File: config.mk
export PLATFORM = sky130hd
export DESIGN_NAME = pdpc_mul
export DESIGN_NICKNAME = d
export VERILOG_FILES = /design/src/sv/pdpc_pkg.sv /design/src/sv/pdpc_mul.sv
export SDC_FILE = /design/constraint.sdc
export NUM_CORES = 2
export LEC_CHECK = 0
export ABC_CLOCK_PERIOD_IN_PS = 9900
export BUFFER_PORTS_ARGS = -buffer_cell sky130_fd_sc_hd__buf_4
export CAP_MARGIN = 5
export CORE_ASPECT_RATIO = 1.25
export CORE_UTILIZATION = 55
export CTS_CLUSTER_SIZE = 30
export DETAILED_ROUTE_END_ITERATION = 12
export PLACE_DENSITY_LB_ADDON = 0.3
export SETUP_SLACK_MARGIN = 0.5
export SYNTH_ARGS = -nofsm -noshare
export SYNTH_HDL_FRONTEND = slang
export SYNTH_SLANG_ARGS = --single-unit
File: constraint.sdc
create_clock -name clk -period 9.9 [get_ports clk]
set_clock_uncertainty 0.15 [all_clocks]
set_input_delay 0.495 -clock clk [delete_from_list [all_inputs] [get_ports clk]]
set_output_delay 0.495 -clock clk [all_outputs]
set_load 0.1 [all_outputs]
File: src/sv/pdpc_pkg.sv
// ----------------------------------------------------------------------------
// pdpc_pkg: shared types and constants of the PD position controller
// Holds the sequencer states, the register indexes and the operation codes
// of the shared multiplier.
// ----------------------------------------------------------------------------
package pdpc_pkg;

  // Yaw in Q3.13: half turn is pi, full turn is 2*pi
  localparam logic signed [17:0] HALF_TURN     = 18'sd25736;
  localparam logic signed [17:0] NEG_HALF_TURN = -18'sd25736;
  localparam logic signed [17:0] FULL_TURN     = 18'sd51472;

  // Saturation bound of a raw axis command
  localparam logic signed [50:0] RAW_CLAMP     = 51'sd1073741824;
  localparam logic signed [50:0] NEG_RAW_CLAMP = -51'sd1073741824;

  typedef enum logic [2:0] {
    REG_GAIN_X             = 3'd0,
    REG_GAIN_Y             = 3'd1,
    REG_GAIN_Z             = 3'd2,
    REG_GAIN_HEADING       = 3'd3,
    REG_LIMIT_HORIZONTAL   = 3'd4,
    REG_LIMIT_VERTICAL     = 3'd5,
    REG_LIMIT_HEADING_RATE = 3'd6,
    REG_REACH_THRESHOLDS   = 3'd7
  } reg_index_t;

  typedef enum logic [2:0] {
    S_IDLE,
    S_PRODUCTS,
    S_ROOT_START,
    S_ROOT_WAIT,
    S_SCALE_MUL,
    S_DIV_START,
    S_DIV_WAIT,
    S_FINISH
  } state_t;

  // Multiplier operations, in issue order. For the PD group, bits 2:1 give
  // the axis and bit 0 selects the derivative term.
  typedef enum logic [3:0] {
    OP_KP_X    = 4'd0,
    OP_KD_X    = 4'd1,
    OP_KP_Y    = 4'd2,
    OP_KD_Y    = 4'd3,
    OP_KP_Z    = 4'd4,
    OP_KD_Z    = 4'd5,
    OP_KP_H    = 4'd6,
    OP_KD_H    = 4'd7,
    OP_SQ_X    = 4'd8,
    OP_SQ_Y    = 4'd9,
    OP_DIST_X  = 4'd10,
    OP_DIST_Y  = 4'd11,
    OP_DIST_Z  = 4'd12,
    OP_THR     = 4'd13,
    OP_SCALE_X = 4'd14,
    OP_SCALE_Y = 4'd15
  } op_t;

endpackage

File: src/sv/pdpc_mul.sv
// ----------------------------------------------------------------------------
// pdpc_mul: shared multiplier
// Unsigned 32 x 32 product with a registered result, one issue per cycle.
// ----------------------------------------------------------------------------
module pdpc_mul
  import pdpc_pkg::*;
(
  input  logic        clk,
  input  logic [31:0] a,
  input  logic [31:0] b,
  output logic [63:0] p
);

  always_ff @(posedge clk) begin
    p <= {32'd0, a} * {32'd0, b};
  end

endmodule

==> out/metrics.yaml <==
dpl_cell_area_um2: 35800
fmax_ghz: 0.126
ys_ff_latch: 64
setup_violations: 0
synth_cell_type_count: 57
stdcell_area_um2: 36200
coreArea_um2: 62200
area.growth.synth_to_final_pct: 4.27
end_kind: "register"
firstDrtPassIters: 6
synth-main-ff-cell: "dfxtp_1"
synth_area_leaders: "fa_1 52%, and2_1 11%, ha_1 9.5%, inv_1 9.4%, nand2_1 5.2%"
gp_congestion: 0.903
antenna_found_initial: 0
final_common_cell: "fa_1"
h-tree-depth: 3
largest_reg_flops: 64
tns_ns: 0
synth_warnings: 0
min-delay-start: "a[0]"
cp-start-kind: "input port"
grt_setup_unrepaired: "no"
cp.arrival_ns: 8.09
drv_cap: 0
min_to: "p[0]"
die_w_um: 227
syn-cell-area_um2: 34700
syn_inst: 3748
hold_depth: 2
yosysTopAreaCell: "fa_1"
start_util: 0.558
cts_tree: "built"
drive_above_1_share: 0.0436
fillers: 5507
critPathRequiredTime_ns: 10.03
io_pins: 129
ant_nets: 0
rows: 102
grt_overflow: 0
synth_top_area_share: 0.517
routed_via_density: 5.54
worst_pin_slew_ns: 0.824
syn_area_per_cell_um2: 9.25
antenna_cells: 0
drtIter0Drc: 1407
grt_pass1_vias: 27900
nets: 4891
wirelength_mm: 91.1
layout_min_cycle_time_ns: 7.96
syn_nets: 4972
grt_pass1_wl_mm: 147
die_area_um2: 64100
top_register: "p"
drc: 0
cts_sinks: 64
cts_hold_buf: 0
final_cell_mix: "896 x fa_1, 865 x inv_1, 602 x and2_1"
root_buffer: "clkbuf_16"
outcome: "completed"
crit_fanout: 32
cts.clk_slew.worst_paths_ns: 0.05
hp-class: "input port to register"
wire_per_inst_um: 20.2
synth-seq-area-share: 0.0369
synth_edf_count: 0
numCtsBuffers: 9
multi_input_area_um2: 29300
finalMaxSlewViolations: 0
seqCellArea_um2: 1280
cts_setup_buffers: 0
timing.final.crit_share: 0.804
clockBufferDepth: 2
vias: 24900
critPathKind: "input port to register"
grt_max_degree: 33
grtUsageTotal: 0.305
ys_async_sr_fraction: 0
maxSlewHeadroom: 0.447
die_h_um: 283
hpwl_mm: 74.2
post_cts_resized: 0
finalHoldViolations: 0
port_buffers: 128
reg_top3: "p (64)"
critical path: stages:
cell	delay, ns
buf_4	0.35
and2_1	0.22
fa_1	0.44
fa_1	0.55
inv_1	0.06
fa_1	0.53
inv_1	0.05
fa_1	0.49
inv_1	0.06
fa_1	0.42
inv_1	0.12
fa_1	0.44
fa_1	0.49
inv_1	0.05
fa_1	0.56
inv_1	0.06
ha_1	0.42
nand4_1	0.22
or4_1	0.46
or3_1	0.36
a31oi_1	0.48
a31o_2	0.29
a211oi_1	0.11
o21ai_1	0.18
xor2_1	0.16
routing by layer:
layer / vias up / track usage / wire length [um]
li1: 10700 / - / -
met1: 12900 / 0.329 / 30200
met2: 949 / 0.540 / 47600
met3: 378 / 0.0325 / 4360
met4: 0 / 0.251 / 8890
met5: - / 0 / 0
area by class of cell:
| type | instances | area share |
|---|---|---|
| Multi-Input combinational cell | 2599 | 0.811 |
| Tap cell | 832 | 0.0288 |
| Clock buffer | 9 | 0.00623 |
| Inverter | 865 | 0.0898 |
| Sequential cell | 64 | 0.0354 |
| Timing Repair Buffer | 128 | 0.0266 |
| Clock inverter | 6 | 0.00235 |
cells in the mapped netlist, types with 12 or more instances:
master and instances:
and2_1 602, nand4_1 23, clkbuf_1 213, a21oi_1 63, dfxtp_1 64, xor2_1 25
ha_1 263, nor2_1 20, inv_1 865, nand2_1 480, a21o_1 40, o21ai_0 21
and3_1 14, a31oi_1 12, fa_1 896, xnor2_1 35
how the worst max path moves through the flow:
stage	from	to	slack [ns]	cells after the start
2_1_floorplan	a[25]	p[62]	2.50	25
3_3_place_gp	a[10]	p[62]	1.80	23
3_5_place_dp	a[10]	p[62]	1.63	23
4_1_cts	a[10]	p[62]	1.99	23
5_1_grt	a[26]	p[62]	1.65	25
6_report	a[26]	p[62]	1.94	25
per-stage QoR:
step           hold slack (ns)  worst slack [ns]  std cells  utilization
2_1_floorplan            0.472              2.50       3748            -
3_3_place_gp             0.840              1.80       4488        0.577
3_5_place_dp             0.840              1.63       4488        0.577
4_1_cts                  0.469              1.99       4503        0.582
5_1_grt                  0.493              1.65       4503        0.582
6_report                 0.497              1.94       4503        0.582
logic make-up (layout without fill, tap and decap cells):
logic type,count (synthesis),in the layout,share of synthesized area
AOI/OAI and AO/OA,202,202,0.0415
xor gates and xnor gates,60,60,0.0152
adders and majority gates,1159,1159,0.612
buffers and inverters,1085,1008,0.118
DFF,64,64,0.0369
muxes,1,1,0.000289
and+or+nand+nor,1177,1177,0.176
Power is not shown: default switching activity piles up to over one toggle a cycle in this logic, so the estimate is an artifact.
