--- config.mk ---
export PLATFORM = sky130hd
export DESIGN_NAME = pdpc_div
export DESIGN_NICKNAME = d
export VERILOG_FILES = /design/src/sv/pdpc_pkg.sv /design/src/sv/pdpc_div.sv
export SDC_FILE = /design/constraint.sdc
export NUM_CORES = 1
export LEC_CHECK = 0
export ABC_AREA = 1
export BUFFER_PORTS_ARGS = -buffer_cell sky130_fd_sc_hd__buf_2
export CAP_MARGIN = 10
export CORE_AREA = 2 2 132 134
export CTS_CLUSTER_SIZE = 24
export DETAILED_ROUTE_END_ITERATION = 12
export DIE_AREA = 0 0 134 136
export GPL_ROUTABILITY_DRIVEN = 0
export PLACE_DENSITY = 0.72
export SLEW_MARGIN = 5
export SYNTH_ARGS = -nofsm -noshare
export SYNTH_HDL_FRONTEND = slang
export SYNTH_SLANG_ARGS = --single-unit
--- constraint.sdc ---
create_clock -name clk -period 12.1 [get_ports clk]
set_clock_uncertainty 0.2 [all_clocks]
set_input_delay 2.42 -clock clk [delete_from_list [all_inputs] [get_ports clk]]
set_output_delay 2.42 -clock clk [all_outputs]
set_load 0.005 [all_outputs]
--- src/sv/pdpc_pkg.sv ---
// ----------------------------------------------------------------------------
// pdpc_pkg: shared types and constants of the PD position controller
// Holds the sequencer states, the register indexes and the operation codes
// of the shared multiplier.
// ----------------------------------------------------------------------------
package pdpc_pkg;

  // Yaw in Q3.13: half turn is pi, full turn is 2*pi
  localparam logic signed [17:0] HALF_TURN     = 18'sd25736;
  localparam logic signed [17:0] NEG_HALF_TURN = -18'sd25736;
  localparam logic signed [17:0] FULL_TURN     = 18'sd51472;

  // Saturation bound of a raw axis command
  localparam logic signed [50:0] RAW_CLAMP     = 51'sd1073741824;
  localparam logic signed [50:0] NEG_RAW_CLAMP = -51'sd1073741824;

  typedef enum logic [2:0] {
    REG_GAIN_X             = 3'd0,
    REG_GAIN_Y             = 3'd1,
    REG_GAIN_Z             = 3'd2,
    REG_GAIN_HEADING       = 3'd3,
    REG_LIMIT_HORIZONTAL   = 3'd4,
    REG_LIMIT_VERTICAL     = 3'd5,
    REG_LIMIT_HEADING_RATE = 3'd6,
    REG_REACH_THRESHOLDS   = 3'd7
  } reg_index_t;

  typedef enum logic [2:0] {
    S_IDLE,
    S_PRODUCTS,
    S_ROOT_START,
    S_ROOT_WAIT,
    S_SCALE_MUL,
    S_DIV_START,
    S_DIV_WAIT,
    S_FINISH
  } state_t;

  // Multiplier operations, in issue order. For the PD group, bits 2:1 give
  // the axis and bit 0 selects the derivative term.
  typedef enum logic [3:0] {
    OP_KP_X    = 4'd0,
    OP_KD_X    = 4'd1,
    OP_KP_Y    = 4'd2,
    OP_KD_Y    = 4'd3,
    OP_KP_Z    = 4'd4,
    OP_KD_Z    = 4'd5,
    OP_KP_H    = 4'd6,
    OP_KD_H    = 4'd7,
    OP_SQ_X    = 4'd8,
    OP_SQ_Y    = 4'd9,
    OP_DIST_X  = 4'd10,
    OP_DIST_Y  = 4'd11,
    OP_DIST_Z  = 4'd12,
    OP_THR     = 4'd13,
    OP_SCALE_X = 4'd14,
    OP_SCALE_Y = 4'd15
  } op_t;

endpackage

--- src/sv/pdpc_div.sv ---
// ----------------------------------------------------------------------------
// pdpc_div: iterative restoring divider
// 46-bit dividend by 31-bit divisor, one quotient bit per cycle, 16-bit
// quotient; the caller guarantees the quotient fits.
// ----------------------------------------------------------------------------
module pdpc_div
  import pdpc_pkg::*;
(
  input  logic        clk,
  input  logic        rst,
  input  logic        start,
  input  logic [45:0] dividend,
  input  logic [30:0] divisor,
  output logic        done,
  output logic [15:0] quotient
);

  logic        busy;
  logic [3:0]  cnt;
  logic [45:0] rem;
  logic [45:0] dsh;

  always_ff @(posedge clk) begin
    if (rst) begin
      busy <= 1'b0;
      done <= 1'b0;
    end else begin
      done <= 1'b0;
      if (start) begin
        busy     <= 1'b1;
        rem      <= dividend;
        dsh      <= {divisor, 15'd0};
        quotient <= '0;
        cnt      <= 4'd15;
      end else if (busy) begin
        if (rem >= dsh) begin
          rem      <= rem - dsh;
          quotient <= {quotient[14:0], 1'b1};
        end else begin
          quotient <= {quotient[14:0], 1'b0};
        end
        dsh <= dsh >> 1;
        cnt <= cnt - 4'd1;
        if (cnt == 4'd0) begin
          busy <= 1'b0;
          done <= 1'b1;
        end
      end
    end
  end

endmodule

==> impl_metrics.toml <==
[logic_synthesis]
synth_nets = 1386
yosysUniqueCellTypes = 35
synth_cells = 1258
synth.avg_cell_area_sq_um = 6.96
seq_area_frac_synth_pct = 38.9
yosys_warnings = 0
ys_ff_latch = 114
synth_area_sq_um = 8750
synth_edf_count = 112
async_flop_share_pct = 0
synth_ff_type = "edfxtp_1"

[drt]
num_vias = 7774
vias_per_cell = 4.87
route.detailed.drc = 0
firstDrtPassIters = 6
antenna_left = 0
wire_per_inst_microns = 13.0
drt-initial-drc-count = 552
wirelength_mm = 20.8

[status]
outcome = "completed"

[grt]
grt_usage_pct = 23.6
grt_max_degree = 73
overflow = 0
grt_antenna_before_repair = 0
grt_pass1_vias = 7164
grt_first_pass_wirelength_mm = 33.8

[floorplan]
die_area_sq_um = 18200
start_util_pct = 51.8
die_x_microns = 134
die-height_microns = 136
boundaryPins = 97
fp-row-count = 48
core-area_sq_um = 16900

[sta]
hold_viol_final = 0
maxSlewViolCount = 0
finalSetupTns_ps = 0
setup_viol = 0
relSlewSlack_pct = 41.3
tightest_slew_ps = 881
fin_crit_sh_pct = 35.0
max_freq_mhz = 236
finalCriticalPeriod_ps = 4230
rsz0062_at_grt = "false"

[clocking]
root_buffer = "clkbuf_16"
cts_buffer_depth = 2
cts_setup_buffers = 0
post_cts_resized = 0
h-tree-depth = 4
worstSkewPairLatency_ps = 430
numCtsBuffers = 17
cts.reportedPaths.clkPinSlew_ps = 60
clock-sinks = 114
tritoncts = "yes"
hold_buffers = 0

[pwr]
pwr_density_cell_nw_per_um2 = 134
p_leak_nw = 5.27
power_frac_clock_pct = 38.8
combPwrFrac_pct = 25.7
ir_drop_mv = 0.0973
p_int_mw = 0.923
seq_power_share_pct = 35.5
swShare_pct = 32.0
switching_power_mw = 0.435

[worst_setup_path]
worstPathMaxFanout = 46
cp-start-kind = "input port"
cp.arrival_ps = 4080
end_kind = "flop"
worstPathRequired_ps = 11950
crit_type = "input port to flop"

[final_layout]
insertedDiodeCount = 0
synthToLayoutAreaGrowth_pct = 15.4
stdcell_count = 1595
fin_nets = 1485
final_layout_size_suffix_gt1_share_pct = 16.4

[place]
place_hpwl_mm = 16.1
dp_cells = 1563
portBuffers = 96

[worst_hold_path]
hp-class = "flop to flop"

[job]
maxCapViolCount = 0
-- metrics by stage --
| step | utilization, % | hold slack [ps] | area, sq um | setup WS (ps) | total power [mW] |
|---|---|---|---|---|---|
| 2_1_floorplan | - | 221 | 8750 | 4310 | 0.747 |
| 3_3_place_gp | 56.2 | 321 | 9480 | 7490 | 0.829 |
| 3_5_place_dp | 56.2 | 314 | 9480 | 7450 | 0.835 |
| 4_1_cts | 59.8 | 323 | 10100 | 7900 | 1.37 |
| 5_1_grt | 59.8 | 342 | 10100 | 7740 | 1.44 |
| 6_report | 59.8 | 314 | 10100 | 7870 | 1.36 |
-- registers in the layout, indices dropped and copies added, names as in the netlist --
signal / cells
done: 1
quotient: 16
cnt: 4
rem: 46
dsh: 46
busy: 1
-- cells in the mapped netlist (2+ instances only) --
library cell    n  share of area [%]
nor3_1          3               0.17
or2_2           3               0.21
o21ai_1         9               0.51
nand4_1         8               0.57
ha_1           47                6.7
xor2_1          3               0.30
or2_1           3               0.21
xnor2_1        12                1.2
nor2_4          6               0.77
nand3_1        60                3.4
inv_2          10               0.43
nor4_1          3               0.21
a21oi_1        35                2.0
nand3b_1        4               0.34
clkbuf_1       14               0.60
o21bai_1        5               0.43
o21ai_0        41                2.3
buf_1           3               0.13
inv_1         257                 11
nor2_2         26                1.9
buf_2           4               0.23
nand3_2        10                1.1
nand2_2        32                2.3
and2_1          2               0.14
dfxtp_1         2               0.46
nor2_1         79                3.4
edfxtp_1      112                 38
nand2_1       458                 20
-- per-layer routing --
metal | vias up | GRT usage [%] | part of all wire [%]
li1 | 4074 | - | -
met3 | 32 | 4.29 | 6.0
met2 | 241 | 39.2 | 45
met1 | 3427 | 31.7 | 47
met4 | 0 | 7.03 | 1.8
met5 | - | 0 | 0
-- final cells by class --
cell class | instances | area [sq um]
flip-flops and latches | 114 | 3400
fillers | 1604 | 6780
well taps | 225 | 282
clock buffers | 17 | 425
repair buffers | 101 | 520
clock inverters | 15 | 194
multi-input cells | 855 | 4270
inverters | 268 | 1010
-- cell usage in the layout, fill, tap and decap left out, drive strengths merged, types with 4 or more instances in the layout --
cell	instances
nand2	490
inv	274
edfxtp	112
nor2	111
buf	101
nand3	70
o21ai	50
ha	47
a21oi	36
clkbuf	17
xnor2	12
nand4	8
o21bai	6
or2	6
nand3b	4
nor3	4
-- logic make-up after synthesis --
family                     after synthesis  synth area share [%]
AOI/OAI and AO/OA                       93                  5.61
and+or+nand+nor                        699                  34.6
xor gates and xnor gates                15                  1.50
buffers and inverters                  289                  12.5
DFF                                    114                  38.9
adders and majority gates               48                  6.95
-- worst max-delay path, stage by stage --
cell,delay [ps]
buf_4,360
inv_1,210
buf_4,290
nand3_1,130
nand2_1,60
clkinv_1,40
buf_4,490
-- path summary, 6_finish.rpt --
check             slack [ps]  depth (start not counted)   start      end
setup / recovery        7870                          7   start  rem[20]
hold / removal           310                          2    busy     done
setup reg to reg        9040                         16  dsh[0]  rem[20]
hold reg to reg          310                          2    busy     done
-- power by group through the flow --
| stage | logic [mW] | registers (mW) | clock network, mW |
|---|---|---|---|
| final | 0.349 | 0.483 | 0.527 |
| after global routing | 0.395 | 0.485 | 0.556 |
| after CTS | 0.347 | 0.483 | 0.538 |
| after detailed placement | 0.344 | 0.491 | 0 |
| after global placement | 0.339 | 0.490 | 0 |
| after floorplan | 0.256 | 0.491 | 0 |
No activity file was read; power rests on OpenSTA's default activity.
