$ cat config.mk
export PLATFORM = sky130hd
export DESIGN_NAME = pdpc_sqrt
export DESIGN_NICKNAME = d
export VERILOG_FILES = /design/src/sv/pdpc_pkg.sv /design/src/sv/pdpc_sqrt.sv
export SDC_FILE = /design/constraint.sdc
export NUM_CORES = 1
export LEC_CHECK = 0
export BUFFER_PORTS_ARGS = -buffer_cell sky130_fd_sc_hd__buf_2
export CAP_MARGIN = 30
export CORE_MARGIN = 2
export CORE_UTILIZATION = 35
export DETAILED_ROUTE_END_ITERATION = 16
export PLACE_DENSITY = 0.56
export RECOVER_POWER = 25
export SETUP_SLACK_MARGIN = 0.05
export SKIP_LAST_GASP = 1
export SYNTH_ARGS = -nofsm -noshare
export SYNTH_HDL_FRONTEND = slang
export SYNTH_SLANG_ARGS = --single-unit
$ cat constraint.sdc
create_clock -name clk -period 24.7 [get_ports clk]
set_input_delay 1.235 -clock clk [delete_from_list [all_inputs] [get_ports clk]]
set_output_delay 1.235 -clock clk [all_outputs]
set_load 0.02 [all_outputs]
$ cat src/sv/pdpc_pkg.sv
// ----------------------------------------------------------------------------
// pdpc_pkg: shared types and constants of the PD position controller
// Holds the sequencer states, the register indexes and the operation codes
// of the shared multiplier.
// ----------------------------------------------------------------------------
package pdpc_pkg;

  // Yaw in Q3.13: half turn is pi, full turn is 2*pi
  localparam logic signed [17:0] HALF_TURN     = 18'sd25736;
  localparam logic signed [17:0] NEG_HALF_TURN = -18'sd25736;
  localparam logic signed [17:0] FULL_TURN     = 18'sd51472;

  // Saturation bound of a raw axis command
  localparam logic signed [50:0] RAW_CLAMP     = 51'sd1073741824;
  localparam logic signed [50:0] NEG_RAW_CLAMP = -51'sd1073741824;

  typedef enum logic [2:0] {
    REG_GAIN_X             = 3'd0,
    REG_GAIN_Y             = 3'd1,
    REG_GAIN_Z             = 3'd2,
    REG_GAIN_HEADING       = 3'd3,
    REG_LIMIT_HORIZONTAL   = 3'd4,
    REG_LIMIT_VERTICAL     = 3'd5,
    REG_LIMIT_HEADING_RATE = 3'd6,
    REG_REACH_THRESHOLDS   = 3'd7
  } reg_index_t;

  typedef enum logic [2:0] {
    S_IDLE,
    S_PRODUCTS,
    S_ROOT_START,
    S_ROOT_WAIT,
    S_SCALE_MUL,
    S_DIV_START,
    S_DIV_WAIT,
    S_FINISH
  } state_t;

  // Multiplier operations, in issue order. For the PD group, bits 2:1 give
  // the axis and bit 0 selects the derivative term.
  typedef enum logic [3:0] {
    OP_KP_X    = 4'd0,
    OP_KD_X    = 4'd1,
    OP_KP_Y    = 4'd2,
    OP_KD_Y    = 4'd3,
    OP_KP_Z    = 4'd4,
    OP_KD_Z    = 4'd5,
    OP_KP_H    = 4'd6,
    OP_KD_H    = 4'd7,
    OP_SQ_X    = 4'd8,
    OP_SQ_Y    = 4'd9,
    OP_DIST_X  = 4'd10,
    OP_DIST_Y  = 4'd11,
    OP_DIST_Z  = 4'd12,
    OP_THR     = 4'd13,
    OP_SCALE_X = 4'd14,
    OP_SCALE_Y = 4'd15
  } op_t;

endpackage

$ cat src/sv/pdpc_sqrt.sv
// ----------------------------------------------------------------------------
// pdpc_sqrt: iterative integer square root
// Floor square root of a 62-bit value, two radicand bits per cycle.
// ----------------------------------------------------------------------------
module pdpc_sqrt
  import pdpc_pkg::*;
(
  input  logic        clk,
  input  logic        rst,
  input  logic        start,
  input  logic [61:0] value,
  output logic        done,
  output logic [30:0] root
);

  logic        busy;
  logic [61:0] rem;
  logic [61:0] res;
  logic [61:0] bitv;
  logic [61:0] trial;

  assign trial = res + bitv;
  assign root  = res[30:0];

  always_ff @(posedge clk) begin
    if (rst) begin
      busy <= 1'b0;
      done <= 1'b0;
    end else begin
      done <= 1'b0;
      if (start) begin
        busy <= 1'b1;
        rem  <= value;
        res  <= '0;
        bitv <= {2'b01, 60'd0};
      end else if (busy) begin
        if (rem >= trial) begin
          rem <= rem - trial;
          res <= (res >> 1) + bitv;
        end else begin
          res <= res >> 1;
        end
        bitv <= bitv >> 2;
        if (bitv[0]) begin
          busy <= 1'b0;
          done <= 1'b1;
        end
      end
    end
  end

endmodule

==> impl_metrics.sql, run 1 <==
INSERT INTO impl_metrics (metric_group, metric, value, unit) VALUES
('sta', 'final_critical_path_setup_slack', '16.70', 'ns'),
('setup_path', 'required', '24.77', 'ns'),
('finish', 'num-nets-final', '1900', ''),
('hold_path', 'timing.hold.worst.class', 'flip-flop to flip-flop', ''),
('run', 'maxCapViolations', '4', ''),
('routing', 'first_pass_iters', '8', ''),
('sta', 'fin_crit_sh', '32.4', '%'),
('setup_path', 'worst_setup_path_type', 'input port to flip-flop', ''),
('logic_synthesis', 'synth_area', '0.0146', 'mm^2'),
('logic_synthesis', 'synth_simple_gate_area_share', '18.6', '%'),
('cts', 'post_cts_buffers', '0', ''),
('setup_path', 'cpPeakStageDelay', '2.23', 'ns'),
('finish', 'layout.filler_cells', '4237', ''),
('sta', 'grt_setup_unrepaired', 'false', ''),
('sta', 'hold_violations', '0', ''),
('logic_synthesis', 'synth-compound-area-share', '23.3', '%'),
('setup_path', 'timing.critical_path.from_type', 'input port', ''),
('sta', 'setup_viol_count_final', '0', ''),
('grt', 'grt_overflow', '0', ''),
('finish', 'antennaDiodeCount', '0', ''),
('finish', 'final_design_area_no_fill', '0.0158', 'mm^2'),
('logic_synthesis', 'synth_top_flop_cell', 'sky130_fd_sc_hd__edfxtp_1', ''),
('floorplan', 'io_pins', '97', ''),
('logic_synthesis', 'synth_adder_area_share', '10.9', '%'),
('logic_synthesis', 'synth.yosys.seq_area_share', '32.1', '%'),
('cts', 'cts_htree_levels', '4', ''),
('cts', 'clkSinkCount', '157', ''),
('routing', 'dr.first_iter.drc_count', '1064', ''),
('cts', 'tritoncts_clock_tree', 'done', ''),
('placed_design', 'number_of_placed_instances_with_taps_included', '2221', ''),
('routing', 'detailroute.via_count', '12700', ''),
('run_status', 'outcome', 'complete, but fails checks', ''),
('finish', 'utilization', '38.5', '%'),
('grt', 'grt_usage', '19.8', '%'),
('grt', 'grt_pass1_vias', '12300', ''),
('logic_synthesis', 'synthArstFlopShare', '0', '%'),
('cts', 'clockBufferDepth', '2', ''),
('routing', 'wl', '42.6', 'mm'),
('grt', 'grt_antenna_before_repair', '0', ''),
('sta', 'timing.max_slew.rel_slack', '-114', '%'),
('setup_path', 'arrival_time_at_the_worst_endpoint', '8.07', 'ns'),
('sta', 'slew_violations', '241', ''),
('logic_synthesis', 'synth.largest_area_cell', 'sky130_fd_sc_hd__edfxtp_1', ''),
('power_and_ir_drop', 'vdd_drop_max', '0.0414', 'mV'),
('power_and_ir_drop', 'power_leakage', '5.85', 'nW'),
('logic_synthesis', 'syn_inst', '1701', ''),
('placed_design', 'dpl_wire_length', '32.7', 'mm'),
('logic_synthesis', 'xor_xnor_share_of_the_synthesized_area', '9.82', '%'),
('cts', 'post_cts_resize_count', '0', ''),
('logic_synthesis', 'synth_cell_types', '78', ''),
('floorplan', 'dieWidth', '208', 'um'),
('placed_design', 'post-place-ws', '17.94', 'ns'),
('floorplan', 'fp.dieArea', '0.0435', 'mm^2'),
('grt', 'grt_max_degree', '80', ''),
('logic_synthesis', 'synth_top_family_by_area', 'compound AO/OA/AOI/OAI gates', ''),
('run_status', 'violations', 'capacitance limit, slew limit', ''),
('sta', 'final.setup_skew', '0.0131', 'ns'),
('placed_design', 'dpl_cell_area', '0.0153', 'mm^2'),
('cts', 'cts-hold-fix-buffers', '0', ''),
('placed_design', 'gpl.final_weighted_congestion', '0.907', ''),
('sta', 'timing.final.crit_period', '8.00', 'ns'),
('logic_synthesis', 'synth_nets', '1893', ''),
('logic_synthesis', 'post_synth_main_area_contributors', 'sky130_fd_sc_hd__edfxtp_1 32%, sky130_fd_sc_hd__ha_1 11%, sky130_fd_sc_hd__nand2_1 5.6%, sky130_fd_sc_hd__xor2_1 5.5%, sky130_fd_sc_hd__o21ai_0 4.4%', ''),
('setup_path', 'critical-path-top-delay-family', 'buffers and inverters', ''),
('logic_synthesis', 'mux_cell_area_share_after_synthesis', '0.453', '%'),
('setup_path', 'crit_slowest_cell', 'sky130_fd_sc_hd__clkbuf_1', ''),
('grt', 'grt_first_pass_wirelength', '68.5', 'mm'),
('setup_path', 'critical_path_buf_inv_count', '4', ''),
('finish', 'multi_input_comb_area', '0.00925', 'mm^2'),
('logic_synthesis', 'synth_enable_flop_cells', '155', ''),
('floorplan', 'die-height', '208', 'um');
power by group:
group          switching (mW)  internal, mW  total [mW]
Clock                   0.117         0.157       0.274
Sequential             0.0305         0.340       0.370
Combinational           0.351         0.215       0.566
Total                   0.499         0.712        1.21
layout by cell type, fill, tap and decap left out, types with 5 or more instances in the layout:
cell,netlist,final
sky130_fd_sc_hd__o31ai_1,10,10
sky130_fd_sc_hd__or3_1,12,12
sky130_fd_sc_hd__a21oi_1,109,109
sky130_fd_sc_hd__a31o_2,14,14
sky130_fd_sc_hd__ha_1,126,126
sky130_fd_sc_hd__xnor2_1,72,72
sky130_fd_sc_hd__a211oi_1,39,39
sky130_fd_sc_hd__and2_1,10,10
sky130_fd_sc_hd__xor2_1,92,92
sky130_fd_sc_hd__buf_2,7,65
sky130_fd_sc_hd__a21o_1,43,43
sky130_fd_sc_hd__buf_4,38,5
sky130_fd_sc_hd__nor3_1,23,23
sky130_fd_sc_hd__nand3_1,33,33
sky130_fd_sc_hd__nand2_1,220,220
sky130_fd_sc_hd__edfxtp_1,155,155
sky130_fd_sc_hd__o211ai_1,9,9
sky130_fd_sc_hd__a31oi_1,63,63
sky130_fd_sc_hd__a21boi_0,9,8
sky130_fd_sc_hd__o21a_1,12,12
sky130_fd_sc_hd__clkbuf_1,64,34
sky130_fd_sc_hd__nor2_1,126,126
sky130_fd_sc_hd__and3_1,15,15
sky130_fd_sc_hd__nor2b_1,48,48
sky130_fd_sc_hd__nand4_1,51,51
sky130_fd_sc_hd__nor4_1,5,5
sky130_fd_sc_hd__o21bai_1,37,37
sky130_fd_sc_hd__clkbuf_16,0,17
sky130_fd_sc_hd__clkinv_2,0,5
sky130_fd_sc_hd__o21ai_0,129,129
sky130_fd_sc_hd__inv_1,27,27
sky130_fd_sc_hd__nand2b_1,12,12
synthesized netlist by cell type (12+ instances only):
master                     number
sky130_fd_sc_hd__a211oi_1      39
sky130_fd_sc_hd__buf_4         38
sky130_fd_sc_hd__clkbuf_1      64
sky130_fd_sc_hd__a31o_2        14
sky130_fd_sc_hd__xor2_1        92
sky130_fd_sc_hd__nand3_1       33
sky130_fd_sc_hd__nor3_1        23
sky130_fd_sc_hd__a31oi_1       63
sky130_fd_sc_hd__nand2_1      220
sky130_fd_sc_hd__inv_1         27
sky130_fd_sc_hd__edfxtp_1     155
sky130_fd_sc_hd__a21oi_1      109
sky130_fd_sc_hd__o21ai_0      129
sky130_fd_sc_hd__xnor2_1       72
sky130_fd_sc_hd__o21bai_1      37
sky130_fd_sc_hd__o21a_1        12
sky130_fd_sc_hd__or3_1         12
sky130_fd_sc_hd__nor2_1       126
sky130_fd_sc_hd__nand4_1       51
sky130_fd_sc_hd__a21o_1        43
sky130_fd_sc_hd__and3_1        15
sky130_fd_sc_hd__ha_1         126
sky130_fd_sc_hd__nor2b_1       48
sky130_fd_sc_hd__nand2b_1      12
final cells by class:
cell class	count	area share [%]
multi-input combinational	1402	58.6
sequential	157	29.7
tap	532	4.22
timing repair buffer	103	3.08
clock buffer	18	2.72
clock inverter	14	0.959
inverter	27	0.642
registers in the layout (all words and copies together), names as in the netlist:
| signal | flops |
|---|---|
| rem | 62 |
| res | 62 |
| bitv | 31 |
| busy | 1 |
| done | 1 |
path summary, 6_finish.rpt:
check	startpoint	to	slack [ns]	cells past startpoint
setup / recovery	start	rem[53]	16.70	5
hold / removal	bitv[0]	busy	0.55	1
setup reg to reg	res[2]	res[57]	17.90	23
hold reg to reg	bitv[0]	busy	0.55	1
worst reg2reg max path, stage by stage, from the launching register on:
cell                       delay (ns)
sky130_fd_sc_hd__edfxtp_1        0.46
sky130_fd_sc_hd__ha_1            0.40
sky130_fd_sc_hd__a21oi_1         0.14
sky130_fd_sc_hd__o31a_1          0.36
sky130_fd_sc_hd__nor4b_1         0.48
sky130_fd_sc_hd__o211ai_1        0.13
sky130_fd_sc_hd__nand3_1         0.23
sky130_fd_sc_hd__a311o_1         0.26
sky130_fd_sc_hd__nand4_1         0.16
sky130_fd_sc_hd__a31oi_1         0.33
sky130_fd_sc_hd__a22oi_1         0.14
sky130_fd_sc_hd__xor2_1          0.18
sky130_fd_sc_hd__ha_1            0.46
sky130_fd_sc_hd__and2_0          0.33
sky130_fd_sc_hd__nand3_1         0.11
sky130_fd_sc_hd__or2_2           0.30
sky130_fd_sc_hd__nor2_1          0.24
sky130_fd_sc_hd__a221o_1         0.20
sky130_fd_sc_hd__a221o_1         0.18
sky130_fd_sc_hd__a41o_2          0.11
sky130_fd_sc_hd__buf_4           0.63
sky130_fd_sc_hd__nand2_4         0.15
sky130_fd_sc_hd__o32ai_2         0.23
sky130_fd_sc_hd__mux2_1          0.34
layer usage:
| metal | vias to the layer above | GRT usage, % | routed length (um) |
|---|---|---|---|
| met5 | - | 0 | 0 |
| met2 | 317 | 32.8 | 19700 |
| met3 | 53 | 3.02 | 1810 |
| met1 | 6033 | 26.4 | 19800 |
| met4 | 0 | 6.95 | 1280 |
| li1 | 6300 | - | - |
cell families (layout without fill, tap and decap cells):
family,after synthesis,count (layout)
simple gates,578,578
xor+xnor,164,164
mux,6,6
flops,157,157
compound gates,527,527
fa+ha+maj,127,127
buf+inv,142,162
(Power assumes the default switching activity.)
==> run 2: changes to the inputs <==
Clock period 24.7 ns to 7.62 ns, I/O delays scaled along.
==> run 2 against run 1 <==
Compared with the run above: the flow still finishes with violations (capacitance limit, slew limit); critical endpoint is now res[31]; critical path depth increased by 19; cell area grew 0.77%; combinational power grew to 3.3 times the previous value; first-iteration DRC count grew 0.28%; final cell count is essentially flat; non-clock buffer count up 1; sequential power grew to 3.3 times the previous value; critical path type is now flip-flop to flip-flop; clock skew barely moved.
==> impl_metrics.sql, run 2 (synthesis results as in run 1) <==
INSERT INTO impl_metrics (metric_group, metric, value, unit) VALUES
('run_status', 'outcome', 'complete, but fails checks', ''),
('run_status', 'violations', 'capacitance limit, slew limit', ''),
('setup_path', 'crit_top_cell', 'sky130_fd_sc_hd__ha_1', ''),
('sta', 'timing.max_slew.rel_slack', '-53.2', '%'),
('hold_path', 'hold-path-cell-count', '3', ''),
('sta', 'final_critical_path_setup_slack', '0.862', 'ns'),
('sta', 'fin_crit_sh', '88.7', '%'),
('floorplan', 'rows', '74', ''),
('cts', 'post_cts_buffers', '0', ''),
('sta', 'timing.final.crit_period', '6.76', 'ns'),
('sta', 'setup-tns-final', '0', 'ns'),
('setup_path', 'r2r.worst_path.cells', '24', ''),
('finish', 'largestRegisters', 'rem (62), res (62), bitv (31)', ''),
('power_and_ir_drop', 'power_leakage', '5.84', 'nW'),
('finish', 'layout.area.seq', '0.00469', 'mm^2'),
('setup_path', 'worst_setup_path_type', 'flip-flop to flip-flop', ''),
('setup_path', 'crit_path_max_fanout', '48', ''),
('hold_path', 'worst_hold_path.endpoint', 'rem[13]', ''),
('finish', 'synthToLayoutAreaGrowth', '8.67', '%'),
('run', 'maxCapViolations', '2', ''),
('cts', 'worst_setup_hold_path_clk_slew', '0.08', 'ns'),
('sta', 'hold_violations', '0', ''),
('setup_path', 'cells_traversed_along_the_worst_timing_path', 'ha_1, ha_1, a21oi_1, o31a_1, nor4b_2, o211ai_1, nand3_1, a311oi_1, o21ai_0, a41o_1, a31oi_1, xor2_1, ha_1, nand4_1, nor4_1, nand4_1, o21ai_1, a221o_1, a221o_1, a41o_2, buf_4, o21ai_0, xor2_1, nor2_1', ''),
('setup_path', 'timing.critical_path.from_type', 'flip-flop', ''),
('finish', 'antennaDiodeCount', '0', ''),
('setup_path', 'required', '7.80', 'ns'),
('grt', 'grt_overflow', '0', ''),
('finish', 'multi_input_comb_area', '0.00934', 'mm^2'),
('cts', 'cts_buffers', '17', ''),
('cts', 'cts_htree_levels', '4', ''),
('cts', 'tritoncts_clock_tree', 'done', ''),
('grt', 'grt_usage', '20.2', '%'),
('sta', 'final.setup_skew', '0.0132', 'ns'),
('grt', 'grt_first_pass_wirelength', '69.5', 'mm'),
('routing', 'first_pass_iters', '6', ''),
('setup_path', 'regToRegEndpoint', 'res[31]', ''),
('hold_path', 'timing.hold.worst.class', 'input port to flip-flop', ''),
('setup_path', 'critical_path.reg2reg.startpoint', 'bitv[0]', ''),
('routing', 'detailroute.via_count', '12800', ''),
('cts', 'cts-hold-fix-buffers', '0', ''),
('setup_path', 'endpoint_type_of_the_worst_setup_path', 'flip-flop', ''),
('cts', 'worst_skew_pair.late_latency', '0.46', 'ns'),
('routing', 'final_antenna_violating_net_count', '0', ''),
('grt', 'grt_max_degree', '91', ''),
('setup_path', 'cpPeakStageDelay', '0.75', 'ns'),
('floorplan', 'io_pins', '97', ''),
('sta', 'grt_setup_unrepaired', 'false', ''),
('sta', 'slew_violations', '82', ''),
('cts', 'cts.root.buffer_cell', 'sky130_fd_sc_hd__clkbuf_16', ''),
('finish', 'most-common-layout-cells', '219 x sky130_fd_sc_hd__nand2_1, 155 x sky130_fd_sc_hd__edfxtp_1, 129 x sky130_fd_sc_hd__o21ai_0', ''),
('placed_design', 'dpl_wire_length', '33.7', 'mm'),
('placed_design', 'post-place-ws', '0.966', 'ns'),
('routing', 'wl_per_cell', '19.5', 'um'),
('setup_path', 'timing.critical_path.from', 'bitv[0]', ''),
('sta', 'worst_slew_pin_slew', '2.29', 'ns'),
('setup_path', 'arrival_time_at_the_worst_endpoint', '6.93', 'ns'),
('grt', 'grt_pass1_vias', '12500', ''),
('routing', 'dr.first_iter.drc_count', '1067', ''),
('routing', 'vias_per_cell', '5.70', ''),
('floorplan', 'fp.dieArea', '0.0435', 'mm^2'),
('grt', 'grt_antenna_before_repair', '0', ''),
('floorplan', 'placeableCoreArea', '0.0410', 'mm^2'),
('sta', 'fmax', '148', 'MHz'),
('floorplan', 'start_util', '35.7', '%'),
('cts', 'clockBufferDepth', '2', ''),
('floorplan', 'dieWidth', '208', 'um'),
('hold_path', 'hp-start', 'value[13]', ''),
('floorplan', 'die-height', '208', 'um'),
('cts', 'clkSinkCount', '157', ''),
('cts', 'post_cts_resize_count', '0', ''),
('setup_path', 'crit_slowest_cell', 'sky130_fd_sc_hd__a41o_2', ''),
('power_and_ir_drop', 'vdd_drop_max', '0.128', 'mV'),
('finish', 'layout.filler_cells', '4234', ''),
('finish', 'final_layout_size_suffix_gt1_share', '8.54', '%'),
('finish', 'num-nets-final', '1901', ''),
('sta', 'setup_viol_count_final', '0', ''),
('placed_design', 'gpl.final_weighted_congestion', '0.914', ''),
('power_and_ir_drop', 'pwr_cell_area', '250', 'mW/mm^2'),
('placed_design', 'portBuffers', '96', ''),
('routing', 'wl', '43.9', 'mm'),
('routing', 'remaining_drc_errors', '0', ''),
('finish', 'leading_cell_type_in_the_layout_fill_and_taps_excluded', 'sky130_fd_sc_hd__nand2_1', ''),
('setup_path', 'reg2reg_setup_slack', '0.86', 'ns');
==> run 2: cell count changes in the layout (fill, tap and decap cells not counted), sizes merged <==
cell	before	now
buf	70	71
inv	27	29
clkinv	10	3
clkinvlp	1	6
==> run 2: worst max path at each step <==
stage          endpoint  slack (ns)  cells past startpoint
3_5_place_dp    res[31]        0.97                     24
6_report        res[31]        0.86                     24
4_1_cts         res[31]        0.90                     24
2_1_floorplan    rem[0]       -1.74                     23
3_3_place_gp    res[23]        1.09                     24
5_1_grt         res[31]        0.31                     24
==> run 2: worst max-delay path: cells and delay by family, from the launching register on <==
family | cells | cell delay, ns
AOI/OAI and AO/OA | 12 | 2.97
xor gates and xnor gates | 2 | 0.33
adders and majority gates | 3 | 0.94
buffers and inverters | 1 | 0.46
DFF | 1 | 0.41
and+or+nand+nor | 6 | 1.34
==> run 2: cell type report <==
cell class,instances,area share [%]
multi-input cells,1402,58.7
flip-flops and latches,157,29.5
well taps,532,4.19
repair buffers,104,3.16
clock buffers,18,2.70
clock inverters,14,1.06
inverters,27,0.637
==> run 2: per-stage QoR <==
step	hold slack, ns	utilization [%]	power (mW)	cell area [um^2]	instances
after global routing	0.192	38.8	4.25	15900	2254
after global placement	0.506	37.4	3.05	15400	2222
after floorplan	0.454	-	2.62	14700	1701
after detailed placement	0.528	37.4	3.06	15400	2222
final	0.197	38.8	3.97	15900	2254
after CTS	0.185	38.9	3.99	16000	2254
==> run 2: metal layers <==
metal / vias up / part of all wire (%) / track usage, %
met2: 341 / 47 / 33.8
li1: 6300 / - / -
met3: 60 / 4.1 / 3.08
met4: 0 / 3.2 / 7.12
met1: 6143 / 46 / 26.5
met5: - / 0 / 0
==> run 2: report_power, final <==
group / switching (mW) / leakage [nW] / internal, mW
clock: 0.398 / 0.270 / 0.515
sequential: 0.105 / 1.51 / 1.10
combinational: 1.15 / 4.07 / 0.702
==> run 3: changes to the inputs <==
Settings changed: PLACE_DENSITY 0.56 to unset, REMOVE_ABC_BUFFERS set to 1.
==> run 3 against run 2 <==
Compared with the run above: the run still ends with capacitance limit, slew limit left; non-clock buffer count is 4 higher; critical path depth shrank 1; total power decreased by 0.81%; register-to-register slack got worse by 0.17 ns; clock-buffer cell count is 2 higher; critical path type unchanged.
==> impl_metrics.sql, run 3 (synthesis results as in run 1) <==
INSERT INTO impl_metrics (metric_group, metric, value, unit) VALUES
('grt', 'grt_first_pass_wirelength', '69.6', 'mm'),
('finish', 'leading_cell_type_in_the_layout_fill_and_taps_excluded', 'sky130_fd_sc_hd__nand2_1', ''),
('setup_path', 'endpoint_type_of_the_worst_setup_path', 'flip-flop', ''),
('sta', 'timing.max_slew.rel_slack', '-92.2', '%'),
('finish', 'final_design_area_no_fill', '0.0158', 'mm^2'),
('finish', 'synthToLayoutAreaGrowth', '8.02', '%'),
('routing', 'wl_per_cell', '19.7', 'um'),
('cts', 'cts_htree_levels', '4', ''),
('setup_path', 'critical-path-top-delay-family', 'simple AND/OR/NAND/NOR gates', ''),
('cts', 'tritoncts_clock_tree', 'done', ''),
('placed_design', 'dpl_wire_length', '33.7', 'mm'),
('cts', 'clkSinkCount', '157', ''),
('floorplan', 'fp.dieArea', '0.0435', 'mm^2'),
('placed_design', 'portBuffers', '96', ''),
('setup_path', 'cells_traversed_along_the_worst_timing_path', 'ha_1, nand2_1, o31a_1, nor4b_1, o211ai_1, nand3_1, a311o_1, nand4_1, a31oi_1, a22oi_1, xor2_1, ha_1, and2_0, nand3_1, or2_2, nor2_1, a221o_1, a221o_1, a41o_2, buf_12, o21ai_0, xor2_1, nor2_1', ''),
('cts', 'clockBufferDepth', '2', ''),
('floorplan', 'die-height', '208', 'um'),
('setup_path', 'critical_path_buf_inv_count', '1', ''),
('cts', 'cts_buffers', '17', ''),
('setup_path', 'arrival_time_at_the_worst_endpoint', '7.03', 'ns'),
('cts', 'post_cts_buffers', '0', ''),
('placed_design', 'post-place-ws', '0.878', 'ns'),
('floorplan', 'io_pins', '97', ''),
('sta', 'worst_slew_pin_slew', '2.88', 'ns'),
('grt', 'grt_pass1_vias', '12200', ''),
('routing', 'first_pass_iters', '5', ''),
('finish', 'finish.cell_count_without_fillers', '2257', ''),
('power_and_ir_drop', 'vdd_drop_max', '0.159', 'mV'),
('cts', 'cts.root.buffer_cell', 'sky130_fd_sc_hd__clkbuf_16', ''),
('grt', 'grt_max_degree', '87', ''),
('setup_path', 'required', '7.72', 'ns'),
('run_status', 'outcome', 'complete, but fails checks', ''),
('sta', 'final_critical_path_setup_slack', '0.690', 'ns'),
('power_and_ir_drop', 'power_leakage', '5.86', 'nW'),
('setup_path', 'cpPeakStageDelay', '0.73', 'ns'),
('run', 'maxCapViolations', '3', ''),
('run_status', 'violations', 'capacitance limit, slew limit', ''),
('hold_path', 'timing.hold.worst.class', 'input port to flip-flop', ''),
('placed_design', 'gpl.final_weighted_congestion', '0.912', ''),
('routing', 'remaining_drc_errors', '0', ''),
('setup_path', 'crit_path_max_fanout', '70', ''),
('floorplan', 'rows', '74', ''),
('finish', 'final_layout_size_suffix_gt1_share', '7.83', '%'),
('sta', 'hold_violations', '0', ''),
('floorplan', 'placeableCoreArea', '0.0410', 'mm^2'),
('finish', 'antennaDiodeCount', '0', ''),
('cts', 'post_cts_resize_count', '0', ''),
('sta', 'grt_setup_unrepaired', 'false', ''),
('cts', 'worst_skew_pair.late_latency', '0.46', 'ns'),
('power_and_ir_drop', 'pwr_cell_area', '249', 'mW/mm^2'),
('grt', 'grt_antenna_before_repair', '0', ''),
('cts', 'cts-hold-fix-buffers', '0', ''),
('routing', 'detailroute.via_count', '13100', ''),
('sta', 'fmax', '144', 'MHz'),
('routing', 'wl', '44.4', 'mm'),
('setup_path', 'timing.critical_path.from_type', 'flip-flop', ''),
('cts', 'worst_setup_hold_path_clk_slew', '0.07', 'ns'),
('sta', 'setup_viol_count_final', '0', ''),
('setup_path', 'worst_setup_path_type', 'flip-flop to flip-flop', ''),
('routing', 'dr.first_iter.drc_count', '1217', ''),
('placed_design', 'dpl_cell_area', '0.0153', 'mm^2'),
('placed_design', 'number_of_placed_instances_with_taps_included', '2226', ''),
('sta', 'final.setup_skew', '0.0219', 'ns'),
('sta', 'timing.final.crit_period', '6.93', 'ns'),
('floorplan', 'start_util', '35.7', '%'),
('sta', 'slew_violations', '174', ''),
('routing', 'vias_per_cell', '5.80', ''),
('grt', 'grt_overflow', '0', ''),
('routing', 'final_antenna_violating_net_count', '0', ''),
('finish', 'num-nets-final', '1905', ''),
('grt', 'grt_usage', '20.3', '%'),
('finish', 'largestRegisters', 'rem (62), res (62), bitv (31)', ''),
('setup_path', 'crit_slowest_cell', 'sky130_fd_sc_hd__nor4b_1', ''),
('finish', 'most-common-layout-cells', '220 x sky130_fd_sc_hd__nand2_1, 155 x sky130_fd_sc_hd__edfxtp_1, 129 x sky130_fd_sc_hd__o21ai_0', ''),
('sta', 'fin_crit_sh', '91.0', '%'),
('sta', 'hold-worst-slack', '0.131', 'ns'),
('floorplan', 'dieWidth', '208', 'um');
run 3: cell count changes in the layout (fill, tap and decap cells not counted), moves of 2 or more:
| cell | delta |
|---|---|
| sky130_fd_sc_hd__clkbuf_1 | +4 |
| sky130_fd_sc_hd__clkinv_1 | +2 |
| sky130_fd_sc_hd__clkinv_2 | +4 |
| sky130_fd_sc_hd__clkinvlp_4 | -6 |
| sky130_fd_sc_hd__ha_1 | +5 |
| sky130_fd_sc_hd__ha_4 | -5 |
| sky130_fd_sc_hd__inv_6 | -2 |
run 3: worst paths after layout:
| kind | start | to | slack, ns | cells after the start |
|---|---|---|---|---|
| min | rst | busy | 0.13 | 2 |
| min reg2reg | busy | done | 0.49 | 1 |
| max reg2reg | res[6] | res[31] | 0.69 | 23 |
| max | res[6] | res[31] | 0.69 | 23 |
run 3: cell type report:
cell class	count	area, um^2
Sequential cell	157	4690
Fill cell	4209	25200
Tap cell	532	666
Clock buffer	20	437
Inverter	27	101
Multi-Input combinational cell	1402	9250
Clock inverter	11	125
Timing Repair Buffer	108	532
run 3: where the power goes:
part	internal, mW	switching (mW)	leakage [nW]
combinational	0.705	1.16	4.08
sequential	1.10	0.0958	1.51
clock	0.506	0.371	0.277
total	2.31	1.63	5.86
run 3: routing by layer:
metal | wire length, um | up-vias | global-route usage [%]
met5 | 0 | - | 0
met2 | 19300 | 443 | 30.2
met3 | 2780 | 47 | 3.31
li1 | - | 6308 | -
met1 | 21500 | 6296 | 30.2
met4 | 863 | 0 | 5.31
run 3: stage by stage:
stage / setup TNS [ns] / power, mW / util, %
after floorplan: -134.29 / 2.53 / -
after global placement: 0 / 3.03 / 37.3
after detailed placement: 0 / 3.05 / 37.3
after CTS: 0 / 3.94 / 38.7
after global routing: 0 / 4.21 / 38.5
final: 0 / 3.94 / 38.5
